===== src/design/mct_pkg.sv =====
// shared constants and types for the macd crossover trader
package mct_pkg;

    localparam int PRICE_WIDTH_DEF = 32;
    localparam int CASH_W          = 48;
    localparam int POS_W           = 17;
    localparam int ALPHA_W         = 16;
    localparam int LIMIT_W         = 16;
    localparam int CFG_IDX_W       = 4;
    localparam int MUL_B_W         = POS_W;

    localparam logic [ALPHA_W-1:0] SHORT_ALPHA_RST  = 16'd10082;
    localparam logic [ALPHA_W-1:0] LONG_ALPHA_RST   = 16'd4855;
    localparam logic [ALPHA_W-1:0] SIGNAL_ALPHA_RST = 16'd13107;
    localparam logic [LIMIT_W-1:0] POS_LIMIT_RST    = 16'd100;

    localparam logic [CFG_IDX_W-1:0] REG_SHORT_ALPHA  = 4'd0;
    localparam logic [CFG_IDX_W-1:0] REG_LONG_ALPHA   = 4'd1;
    localparam logic [CFG_IDX_W-1:0] REG_SIGNAL_ALPHA = 4'd2;
    localparam logic [CFG_IDX_W-1:0] REG_POS_LIMIT    = 4'd3;

    typedef enum logic [1:0] {
        ACT_HOLD = 2'd0,
        ACT_BUY  = 2'd1,
        ACT_SELL = 2'd2
    } action_t;

endpackage


===== src/design/macd_crossover_trader_unit.sv =====
// top level of the macd crossover trader
// One price word in, one result word out. From acceptance to the result handshake a
// sample passes through the short, long and signal average updates, each of which
// needs one pass through a single two-stage multiplier, then the trade decision; a final
// sample adds the position times price pass of the profit. The first sample
// after reset only seeds the averages and skips their updates. The block takes one
// sample at a time; s_tready is high only while it waits for a sample.
module macd_crossover_trader_unit import mct_pkg::*; #(
    parameter int PRICE_WIDTH = PRICE_WIDTH_DEF
) (
    input  logic                                  aclk,
    input  logic                                  aresetn,
    input  logic                                  s_tvalid,
    output logic                                  s_tready,
    input  logic [((PRICE_WIDTH+7)/8)*8-1:0]      s_tdata,   // price_sample
    input  logic                                  s_tlast,   // last_sample
    output logic                                  m_tvalid,
    input  logic                                  m_tready,
    output logic [((2*CASH_W+POS_W+7)/8)*8-1:0]   m_tdata,   // cash_balance, held_position, final_profit
    output logic [2:0]                            m_tuser,   // trade_action, profit_valid
    input  logic                                  cfg_valid,
    output logic                                  cfg_ready,
    input  logic [CFG_IDX_W-1:0]                  cfg_index,
    input  logic [ALPHA_W-1:0]                    cfg_data
);

    localparam int AVG_W    = PRICE_WIDTH;
    localparam int SIG_W    = PRICE_WIDTH + 1;
    localparam int DIF_W    = PRICE_WIDTH + 2;
    localparam int PROD_W   = DIF_W + MUL_B_W;
    localparam int SUM_W    = ((PROD_W > CASH_W) ? PROD_W : CASH_W) + 1;
    localparam int CSUM_W   = CASH_W + 2;
    localparam int M_DATA_W = ((2*CASH_W+POS_W+7)/8)*8;

    typedef enum logic [12:0] {
        ST_IDLE  = 13'b0000000000001,
        ST_SHORT = 13'b0000000000010,
        ST_LONG  = 13'b0000000000100,
        ST_SHUPD = 13'b0000000001000,
        ST_LGUPD = 13'b0000000010000,
        ST_SIG   = 13'b0000000100000,
        ST_SWAIT = 13'b0000001000000,
        ST_SGUPD = 13'b0000010000000,
        ST_DEC   = 13'b0000100000000,
        ST_PROF  = 13'b0001000000000,
        ST_PWAIT = 13'b0010000000000,
        ST_PUPD  = 13'b0100000000000,
        ST_DONE  = 13'b1000000000000
    } state_t;

    state_t state_reg, state_next;

    logic [ALPHA_W-1:0]       short_alpha_reg, long_alpha_reg, signal_alpha_reg;
    logic [LIMIT_W-1:0]       limit_reg;
    logic [AVG_W-1:0]         price_reg;
    logic                     last_reg;
    logic                     seeded_reg;
    logic [AVG_W-1:0]         short_reg, long_reg;
    logic signed [SIG_W-1:0]  macd_reg, signal_reg;
    logic signed [CASH_W-1:0] cash_reg, profit_reg;
    logic signed [POS_W-1:0]  pos_reg;
    action_t                  action_reg;

    logic signed [DIF_W-1:0]   mul_a;
    logic signed [MUL_B_W-1:0] mul_b;
    logic signed [PROD_W-1:0]  product;
    logic signed [DIF_W-1:0]   ema_step;
    logic [DIF_W-1:0]          short_sum, long_sum;
    logic [AVG_W-1:0]          long_new;
    logic signed [SIG_W-1:0]   macd_new;
    logic signed [POS_W:0]     pos_ext, lim_ext;
    logic                      buy_ok, sell_ok;
    logic signed [CSUM_W-1:0]  cash_buy, cash_sell;
    logic signed [CASH_W-1:0]  cash_buy_sat, cash_sell_sat;
    logic signed [SUM_W-1:0]   profit_sum;
    logic signed [CASH_W-1:0]  profit_sat;

    // operand selection for the shared multiplier
    always_comb begin
        mul_a = '0;
        mul_b = '0;
        unique case (state_reg)
            ST_SHORT: begin
                mul_a = $signed({2'b00, price_reg}) - $signed({2'b00, short_reg});
                mul_b = $signed({1'b0, short_alpha_reg});
            end
            ST_LONG: begin
                mul_a = $signed({2'b00, price_reg}) - $signed({2'b00, long_reg});
                mul_b = $signed({1'b0, long_alpha_reg});
            end
            ST_SIG: begin
                mul_a = $signed({macd_reg[SIG_W-1], macd_reg})
                      - $signed({signal_reg[SIG_W-1], signal_reg});
                mul_b = $signed({1'b0, signal_alpha_reg});
            end
            ST_PROF: begin
                mul_a = $signed({2'b00, price_reg});
                mul_b = pos_reg;
            end
            default: begin
                mul_a = '0;
                mul_b = '0;
            end
        endcase
    end

    mct_mul #(
        .A_W (DIF_W),
        .B_W (MUL_B_W)
    ) u_mul (
        .aclk    (aclk),
        .op_a    (mul_a),
        .op_b    (mul_b),
        .product (product)
    );

    // floor of product over 2^16
    assign ema_step  = product[ALPHA_W +: DIF_W];
    assign short_sum = {2'b00, short_reg} + ema_step;
    assign long_sum  = {2'b00, long_reg} + ema_step;
    assign long_new  = long_sum[AVG_W-1:0];
    assign macd_new  = $signed({1'b0, short_reg}) - $signed({1'b0, long_new});

    assign pos_ext = {pos_reg[POS_W-1], pos_reg};
    assign lim_ext = $signed({1'b0, limit_reg[LIMIT_W-1:0]}) ;
    assign buy_ok  = (macd_reg > signal_reg) && (pos_ext < lim_ext);
    assign sell_ok = (macd_reg < signal_reg) && (pos_ext > -lim_ext);

    assign cash_buy  = $signed({{2{cash_reg[CASH_W-1]}}, cash_reg})
                     - $signed({{(CSUM_W-AVG_W){1'b0}}, price_reg});
    assign cash_sell = $signed({{2{cash_reg[CASH_W-1]}}, cash_reg})
                     + $signed({{(CSUM_W-AVG_W){1'b0}}, price_reg});

    // saturate to the cash range
    always_comb begin
        cash_buy_sat = cash_buy[CASH_W-1:0];
        if (!cash_buy[CSUM_W-1] && (|cash_buy[CSUM_W-1:CASH_W-1])) begin
            cash_buy_sat = {1'b0, {(CASH_W-1){1'b1}}};
        end else if (cash_buy[CSUM_W-1] && !(&cash_buy[CSUM_W-1:CASH_W-1])) begin
            cash_buy_sat = {1'b1, {(CASH_W-1){1'b0}}};
        end
        cash_sell_sat = cash_sell[CASH_W-1:0];
        if (!cash_sell[CSUM_W-1] && (|cash_sell[CSUM_W-1:CASH_W-1])) begin
            cash_sell_sat = {1'b0, {(CASH_W-1){1'b1}}};
        end else if (cash_sell[CSUM_W-1] && !(&cash_sell[CSUM_W-1:CASH_W-1])) begin
            cash_sell_sat = {1'b1, {(CASH_W-1){1'b0}}};
        end
    end

    assign profit_sum = $signed({{(SUM_W-CASH_W){cash_reg[CASH_W-1]}}, cash_reg})
                      + $signed({{(SUM_W-PROD_W){product[PROD_W-1]}}, product});

    always_comb begin
        profit_sat = profit_sum[CASH_W-1:0];
        if (!profit_sum[SUM_W-1] && (|profit_sum[SUM_W-1:CASH_W-1])) begin
            profit_sat = {1'b0, {(CASH_W-1){1'b1}}};
        end else if (profit_sum[SUM_W-1] && !(&profit_sum[SUM_W-1:CASH_W-1])) begin
            profit_sat = {1'b1, {(CASH_W-1){1'b0}}};
        end
    end

    // sequencer
    always_comb begin
        state_next = state_reg;
        unique case (state_reg)
            ST_IDLE: begin
                if (s_tvalid) begin
                    state_next = seeded_reg ? ST_SHORT : ST_DEC;
                end
            end
            ST_SHORT: state_next = ST_LONG;
            ST_LONG:  state_next = ST_SHUPD;
            ST_SHUPD: state_next = ST_LGUPD;
            ST_LGUPD: state_next = ST_SIG;
            ST_SIG:   state_next = ST_SWAIT;
            ST_SWAIT: state_next = ST_SGUPD;
            ST_SGUPD: state_next = ST_DEC;
            ST_DEC:   state_next = last_reg ? ST_PROF : ST_DONE;
            ST_PROF:  state_next = ST_PWAIT;
            ST_PWAIT: state_next = ST_PUPD;
            ST_PUPD:  state_next = ST_DONE;
            ST_DONE: begin
                if (m_tready) begin
                    state_next = ST_IDLE;
                end
            end
            default:  state_next = ST_IDLE;
        endcase
    end

    always_ff @(posedge aclk) begin
        if (!aresetn) begin
            state_reg        <= ST_IDLE;
            short_alpha_reg  <= SHORT_ALPHA_RST;
            long_alpha_reg   <= LONG_ALPHA_RST;
            signal_alpha_reg <= SIGNAL_ALPHA_RST;
            limit_reg        <= POS_LIMIT_RST;
            seeded_reg       <= 1'b0;
            short_reg        <= '0;
            long_reg         <= '0;
            signal_reg       <= '0;
            macd_reg         <= '0;
            cash_reg         <= '0;
            pos_reg          <= '0;
            action_reg       <= ACT_HOLD;
            profit_reg       <= '0;
            last_reg         <= 1'b0;
        end else begin
            state_reg <= state_next;
            if (cfg_valid) begin
                case (cfg_index)
                    REG_SHORT_ALPHA:  short_alpha_reg  <= cfg_data;
                    REG_LONG_ALPHA:   long_alpha_reg   <= cfg_data;
                    REG_SIGNAL_ALPHA: signal_alpha_reg <= cfg_data;
                    REG_POS_LIMIT:    limit_reg        <= cfg_data;
                    default: ;
                endcase
            end
            unique case (state_reg)
                ST_IDLE: begin
                    if (s_tvalid) begin
                        last_reg <= s_tlast;
                        if (!seeded_reg) begin
                            short_reg  <= s_tdata[AVG_W-1:0];
                            long_reg   <= s_tdata[AVG_W-1:0];
                            signal_reg <= '0;
                            macd_reg   <= '0;
                            seeded_reg <= 1'b1;
                        end
                    end
                end
                ST_SHUPD: short_reg <= short_sum[AVG_W-1:0];
                ST_LGUPD: begin
                    long_reg <= long_new;
                    macd_reg <= macd_new;
                end
                ST_SGUPD: signal_reg <= signal_reg + ema_step[SIG_W-1:0];
                ST_DEC: begin
                    profit_reg <= '0;
                    if (buy_ok) begin
                        cash_reg   <= cash_buy_sat;
                        pos_reg    <= pos_reg + POS_W'(1);
                        action_reg <= ACT_BUY;
                    end else if (sell_ok) begin
                        cash_reg   <= cash_sell_sat;
                        pos_reg    <= pos_reg - POS_W'(1);
                        action_reg <= ACT_SELL;
                    end else begin
                        action_reg <= ACT_HOLD;
                    end
                end
                ST_PUPD: profit_reg <= profit_sat;
                default: ;
            endcase
        end
    end

    // price word is payload, captured without reset
    always_ff @(posedge aclk) begin
        if (state_reg == ST_IDLE && s_tvalid) begin
            price_reg <= s_tdata[AVG_W-1:0];
        end
    end

    assign s_tready  = (state_reg == ST_IDLE);
    assign m_tvalid  = (state_reg == ST_DONE);
    assign cfg_ready = 1'b1;
    assign m_tdata   = {{(M_DATA_W-2*CASH_W-POS_W){1'b0}}, profit_reg, pos_reg, cash_reg};
    assign m_tuser   = {last_reg, action_reg};

endmodule


===== src/design/mct_mul.sv =====
// shared signed multiplier with registered operands and registered product
module mct_mul import mct_pkg::*; #(
    parameter int A_W = PRICE_WIDTH_DEF + 2,
    parameter int B_W = MUL_B_W
) (
    input  logic                      aclk,
    input  logic signed [A_W-1:0]     op_a,
    input  logic signed [B_W-1:0]     op_b,
    output logic signed [A_W+B_W-1:0] product
);

    logic signed [A_W-1:0]     a_reg;
    logic signed [B_W-1:0]     b_reg;
    logic signed [A_W+B_W-1:0] prod_reg;

    always_ff @(posedge aclk) begin
        a_reg    <= op_a;
        b_reg    <= op_b;
        prod_reg <= a_reg * b_reg;
    end

    assign product = prod_reg;

endmodule


===== config.mk =====
export PLATFORM = sky130hd
export DESIGN_NAME = macd_crossover_trader_unit
export DESIGN_NICKNAME = d
export VERILOG_FILES = /design/src/design/mct_pkg.sv /design/src/design/macd_crossover_trader_unit.sv /design/src/design/mct_mul.sv
export SDC_FILE = /design/constraint.sdc
export NUM_CORES = 2
export LEC_CHECK = 0
export BUFFER_PORTS_ARGS = -buffer_cell sky130_fd_sc_hd__buf_2
export CAP_MARGIN = 5
export CORE_ASPECT_RATIO = 0.75
export CORE_UTILIZATION = 55
export CTS_BUF_LIST = sky130_fd_sc_hd__clkbuf_4 sky130_fd_sc_hd__clkbuf_8 sky130_fd_sc_hd__clkbuf_16
export CTS_CLUSTER_SIZE = 12
export DETAILED_ROUTE_END_ITERATION = 10
export PLACE_DENSITY = 0.83
export SLEW_MARGIN = 20
export SYNTH_ARGS = -nofsm -noshare
export SYNTH_HDL_FRONTEND = slang
export SYNTH_SLANG_ARGS = --single-unit

===== constraint.sdc =====
create_clock -name aclk -period 8.9 [get_ports aclk]
set_input_delay 0 -clock aclk [delete_from_list [all_inputs] [get_ports aclk]]
set_output_delay 0 -clock aclk [all_outputs]
set_load 0.01 [all_outputs]

* Word-level counts from Yosys, hierarchy flattened
Cells that the tools add are included.
Cells by class: $mul 1, mux-type cells 28, reductions and logical operators 37, add/subtract/negate cells 13, equality and inequality tests 19, order comparisons 4
Operators by type and width (number):
- 48-bit two-way mux | 8
- 13-bit one-hot mux with 13 select lines | 1
- 34-bit one-hot mux with 4 select lines | 1
- 33-bit one-hot mux with 2 select lines | 2
- 32-bit one-hot mux with 2 select lines | 2
- 32-bit by 32-bit subtractor with 33-bit output | 3
- 48-bit one-hot mux with 2 select lines | 1
- 17-bit one-hot mux with 4 select lines | 1
- 33-bit two-way mux | 2
- 32-bit adder | 2
- 32-bit two-way mux | 2
- 48-bit by 51-bit adder with 52-bit output | 1
- 34-bit by 17-bit multiplier with 51-bit output | 1
- 48-bit by 33-bit adder with 49-bit output | 1
- 48-bit by 33-bit subtractor with 49-bit output | 1
- 13-bit two-way mux | 3
- 17-bit two-way mux | 2
- 33-bit by 33-bit subtractor with 34-bit output | 1
- 33-bit adder | 1
- 33-bit > comparator | 1
- 33-bit < comparator | 1
- 17-bit by 18-bit > comparator with 1-bit output | 1
- 16-bit negation with 18-bit output | 1
- 17-bit by 2-bit adder with 17-bit output, second input constant | 1
- 30 further kinds | 61
Word-level totals: flip-flop bits (word level) 458, output and inout port bits 126

* Logic depth before layout (Yosys ltp)
word-level depth 8, gate-level depth with buffers 28, gate-level depth less buffers 26

* Cells and area by module
Synthesis repeated with hierarchy kept, for this count alone.
Unflattened totals: cell total of the unflattened synthesis 6765, area, all modules 55296.8 um2
Modules (own cells, without submodules):
- macd_crossover_trader_unit | cells each 4504, times used 1, area each 33679.8 um2
- mct_mul | cells each 2261, times used 1, area each 21617.0 um2

* Worst setup path after synthesis
Ideal clock, no wire load.
path kind register to register, from reg u_mul.b_reg[8], to reg u_mul.prod_reg[46] (netlist: u_mul.product[46]), clock period less this slack 6705 ps, required time 8773 ps, slack 2195 ps, cell stages (with the launch flop) 27, setup time 127 ps, path buffers 2, arrival time 6578 ps, path through dfxtp_1 clkbuf_1 clkbuf_1 nand2_1 fa_1 inv_1 fa_1 inv_1 fa_1 inv_1 fa_1 fa_1 inv_1 fa_1 inv_1 ha_1 nand3_1 nor2_1 and3_1 a211o_1 o21ai_0 o21ai_0 a2111oi_0 o21ai_0 a31oi_1 o21ai_0 xor2_1
On the way: cells in the longest elaborated chain, start to end 1
Ends and longest elaborated chain:
- start: declaration | line mct_mul.sv:13 | logic signed [B_W-1:0] b_reg;
- start signal: assignment | line mct_mul.sv:18 | b_reg <= op_b;
- 34-bit by 17-bit multiplier with 51-bit output | line mct_mul.sv:19 | prod_reg <= a_reg * b_reg;
- end signal: assignment | line mct_mul.sv:19
- end: declaration | line mct_mul.sv:14 | logic signed [A_W+B_W-1:0] prod_reg;
No other way between the ends. A chain may end at the register's enable or synchronous reset.

* Final worst setup path
from reg u_mul.b_reg[6], to reg u_mul.prod_reg[46] (netlist: u_mul.product[46])
Same word-level chain as after synthesis.

==> results_dict.tcl <==
set metrics [dict create \
    status "finished clean" \
    seqPwrFrac 0.321 \
    clk_latency_ns 0.64 \
    rsz0062_at_grt "no" \
    synth_xor_area_frac 0.0551 \
    clock_skew_ns 0.0434 \
    area_delta_synth_final_pct 7.51 \
    grt_usage 0.343 \
    hpwlAfterDp_mm 139 \
    numPortBuffers 175 \
    period_minus_slack_ns 8.31 \
    ys_types 104 \
    drt_first_pass_iters 8 \
    start_util 0.555 \
    p_sw_frac 0.398 \
    cp-startpoint "u_mul.b_reg[6]$_DFF_P_" \
    fmax_mhz 120 \
    drive_gt1_frac 0.0576 \
    first_global_vias 50000 \
    ys_ff_latch 458 \
    arrival_ns 8.82 \
    antenna_found_initial 8 \
    required_ns 9.41 \
    hold_viol 0 \
    avgSynthCellArea_sq_um 8.13 \
    die_x_microns 368 \
    cts_buffers 49 \
    drc_errors 0 \
    synth_ff_type "dfxtp_1" \
    p_int_uw 4580 \
    clk_pin_slew_ns 0.07 \
    p_comb_frac 0.396 \
    synth-simple-area-share 0.181 \
    num_vias 51300 \
    routed_wl_mm 178 \
    largest_register_ffs 51 \
    rows 100 \
    htreeDepth 2 \
    cts_sinks 458 \
    fin_area_sq_um 59300 \
    reg2reg_from "u_mul.b_reg[6]$_DFF_P_" \
    yosysSeqAreaShare 0.172 \
    die-height_microns 276 \
    final_nets 7967 \
    startpoint_type "register" \
    muxShareOfSynthArea 0.00159 \
    yosysWarnings 0 \
    grt_pass1_wl_mm 277 \
    final_common_cell "nand2_1" \
    die_area_sq_um 102000 \
    cts_root_buffer "clkbuf_16" \
    synth_top_family_by_area "adder cells" \
    synth_edf_count 32 \
    finalSetupTns_ns 0 \
    coreArea_sq_um 99300 \
    slew_headroom 0.239 \
    worstMarginPinSlew_ns 1.14 \
    postRouteAntennaNets 0 \
    drt-initial-drc-count 6788 \
    viasPerCell 6.25 \
    gp_congestion 1.03 \
    drv_slew 0 \
    p_leak_uw 0.0283 \
    fill_cells 8660 \
    peakVddDrop_mv 0.168 \
    dpl_cell_area_sq_um 57000 \
    grt_max_degree 121 \
    io_pins 184 \
    finalSetupViolCount 0 \
    cts_tree "built" \
    fin_hold_ws_ns 0.108 \
    avgRoutedWirePerCell_microns 21.7 \
    gr-total-overflow 0 \
    maxCapViolCount 0 \
    worstSetupPathType "register to register" \
    clockBufferDepth 3 \
    end_kind "register" \
    netlist_instances 6790 \
    synth_compound_area_frac 0.192 \
    p_switching_uw 3020 \
    multi_input_area_sq_um 41400 \
    async_reset_ff_frac 0 \
    post-route-period-util 0.934 \
    cp_max_fo 24 \
    synth_adder_area_share 0.319 \
    register_area_sq_um 9490 \
    layout_common_cells "961 x nand2_1, 829 x inv_1, 562 x fa_1" \
    holdCritStartpoint "cfg_index[3]" \
    p_clk_frac 0.283 \
    netlist_area_sq_um 55200 \
    min_path_type "primary input to register" \
    power_density_nw_per_um2 128 \
]
cell usage after synthesis (18+ instances only):
cell type / instances / area, sq um
nand2_1: 961 / 3610
inv_1: 830 / 3120
fa_1: 562 / 11300
a21oi_1: 519 / 2600
ha_1: 506 / 6330
dfxtp_1: 426 / 8530
o21ai_0: 323 / 1620
nor2_1: 317 / 1190
and2_1: 272 / 1700
clkbuf_1: 265 / 995
xnor2_1: 231 / 2020
a21o_1: 186 / 1400
nand3_1: 149 / 746
xor2_1: 116 / 1020
nor3_1: 93 / 465
nand2b_1: 74 / 463
a31oi_1: 66 / 413
a221oi_1: 59 / 517
nor2b_1: 59 / 369
nand4_1: 57 / 357
o21bai_1: 54 / 405
o211ai_1: 50 / 375
o21a_1: 49 / 368
and3_1: 40 / 250
a222oi_1: 39 / 390
a211oi_1: 33 / 248
edfxtp_1: 32 / 961
or3_1: 29 / 181
o31ai_1: 25 / 188
buf_2: 18 / 90.1
nor4_1: 18 / 113
area by class of cell:
type / count / share of cell area
diodes: 5 / 0.000211
clock buffers: 70 / 0.0241
clock inverters: 15 / 0.00314
inverters: 831 / 0.0527
multi-input cells: 5200 / 0.698
flip-flops and latches: 458 / 0.160
well taps: 1326 / 0.0280
repair buffers: 301 / 0.0335
stage by stage:
| step | setup WS, ns | cells | total power (uW) | utilization |
|---|---|---|---|---|
| after floorplan | 2.20 | 6796 | 4600 | - |
| after global placement | 1.07 | 8050 | 5250 | 0.574 |
| after detailed placement | 0.814 | 8050 | 5330 | 0.574 |
| after CTS | 0.700 | 8201 | 7480 | 0.597 |
| after global routing | 0.261 | 8201 | 7970 | 0.597 |
| final | 0.588 | 8206 | 7600 | 0.597 |
path summary, 6_finish.rpt:
kind | slack, ns | endpoint | depth (start not counted)
hold reg to reg | 0.45 | macd_reg[28]$_SDFFE_PN0P_ | 2
setup reg to reg | 0.59 | u_mul.product[46]$_DFF_P_ | 25
hold / removal | 0.11 | short_alpha_reg[3]$_SDFFE_PN0P_ | 7
setup / recovery | 0.59 | u_mul.product[46]$_DFF_P_ | 25
what timing repair did:
item | in CTS | in global routing
buffers inserted | 0 | 0
endpoints found under the hold margin | 180 | 0
setup endpoints to repair | 0 | 0
resized for setup | 0 | 0
hold buffers | 66 | 0
layer usage:
metal  wire (microns)  vias to the layer above  global-route usage  part of all wire
met5               13                        -                   0          0.000073
met4             7190                        2               0.124             0.040
met3            24100                      501              0.0996              0.14
met2            75400                     3116               0.506              0.42
met1            71100                    24600               0.476              0.40
li1                 -                    23000                   -                 -
critical path, stage by stage (launching register included):
cell       delay (ns)
dfxtp_1          0.99
and2_1           0.27
fa_1             0.43
inv_1            0.08
fa_1             0.43
fa_1             0.52
inv_1            0.05
fa_1             0.49
fa_1             0.49
inv_1            0.05
fa_1             0.48
inv_1            0.05
ha_1             0.34
a21oi_1          0.18
nor2b_1          0.06
o21ai_0          0.18
a21oi_1          0.09
a211o_1          0.28
o21ai_0          0.50
o21ai_0          0.19
buf_4            0.20
a2111oi_0        0.63
o21ai_0          0.49
a31oi_1          0.39
o21ai_0          0.16
xor2_1           0.15
power groups by stage:
stage / registers (uW) / logic [uW] / clock network [uW]
after global routing: 2450 / 3280 / 2250
after global placement: 2470 / 2790 / 0
after floorplan: 2360 / 2240 / 0
final: 2440 / 3010 / 2150
after CTS: 2430 / 2900 / 2160
after detailed placement: 2470 / 2850 / 0
logic make-up (layout without fill, tap and decap cells):
| family | after synthesis | in the layout |
|---|---|---|
| compound gates | 1630 | 1630 |
| xor+xnor | 347 | 347 |
| fa+ha+maj | 1068 | 1068 |
| buf+inv | 1138 | 1217 |
| flops | 458 | 458 |
| mux | 8 | 8 |
| other cells | 2 | 13 |
| simple gates | 2139 | 2139 |
Power figures use the tool's default switching activity.
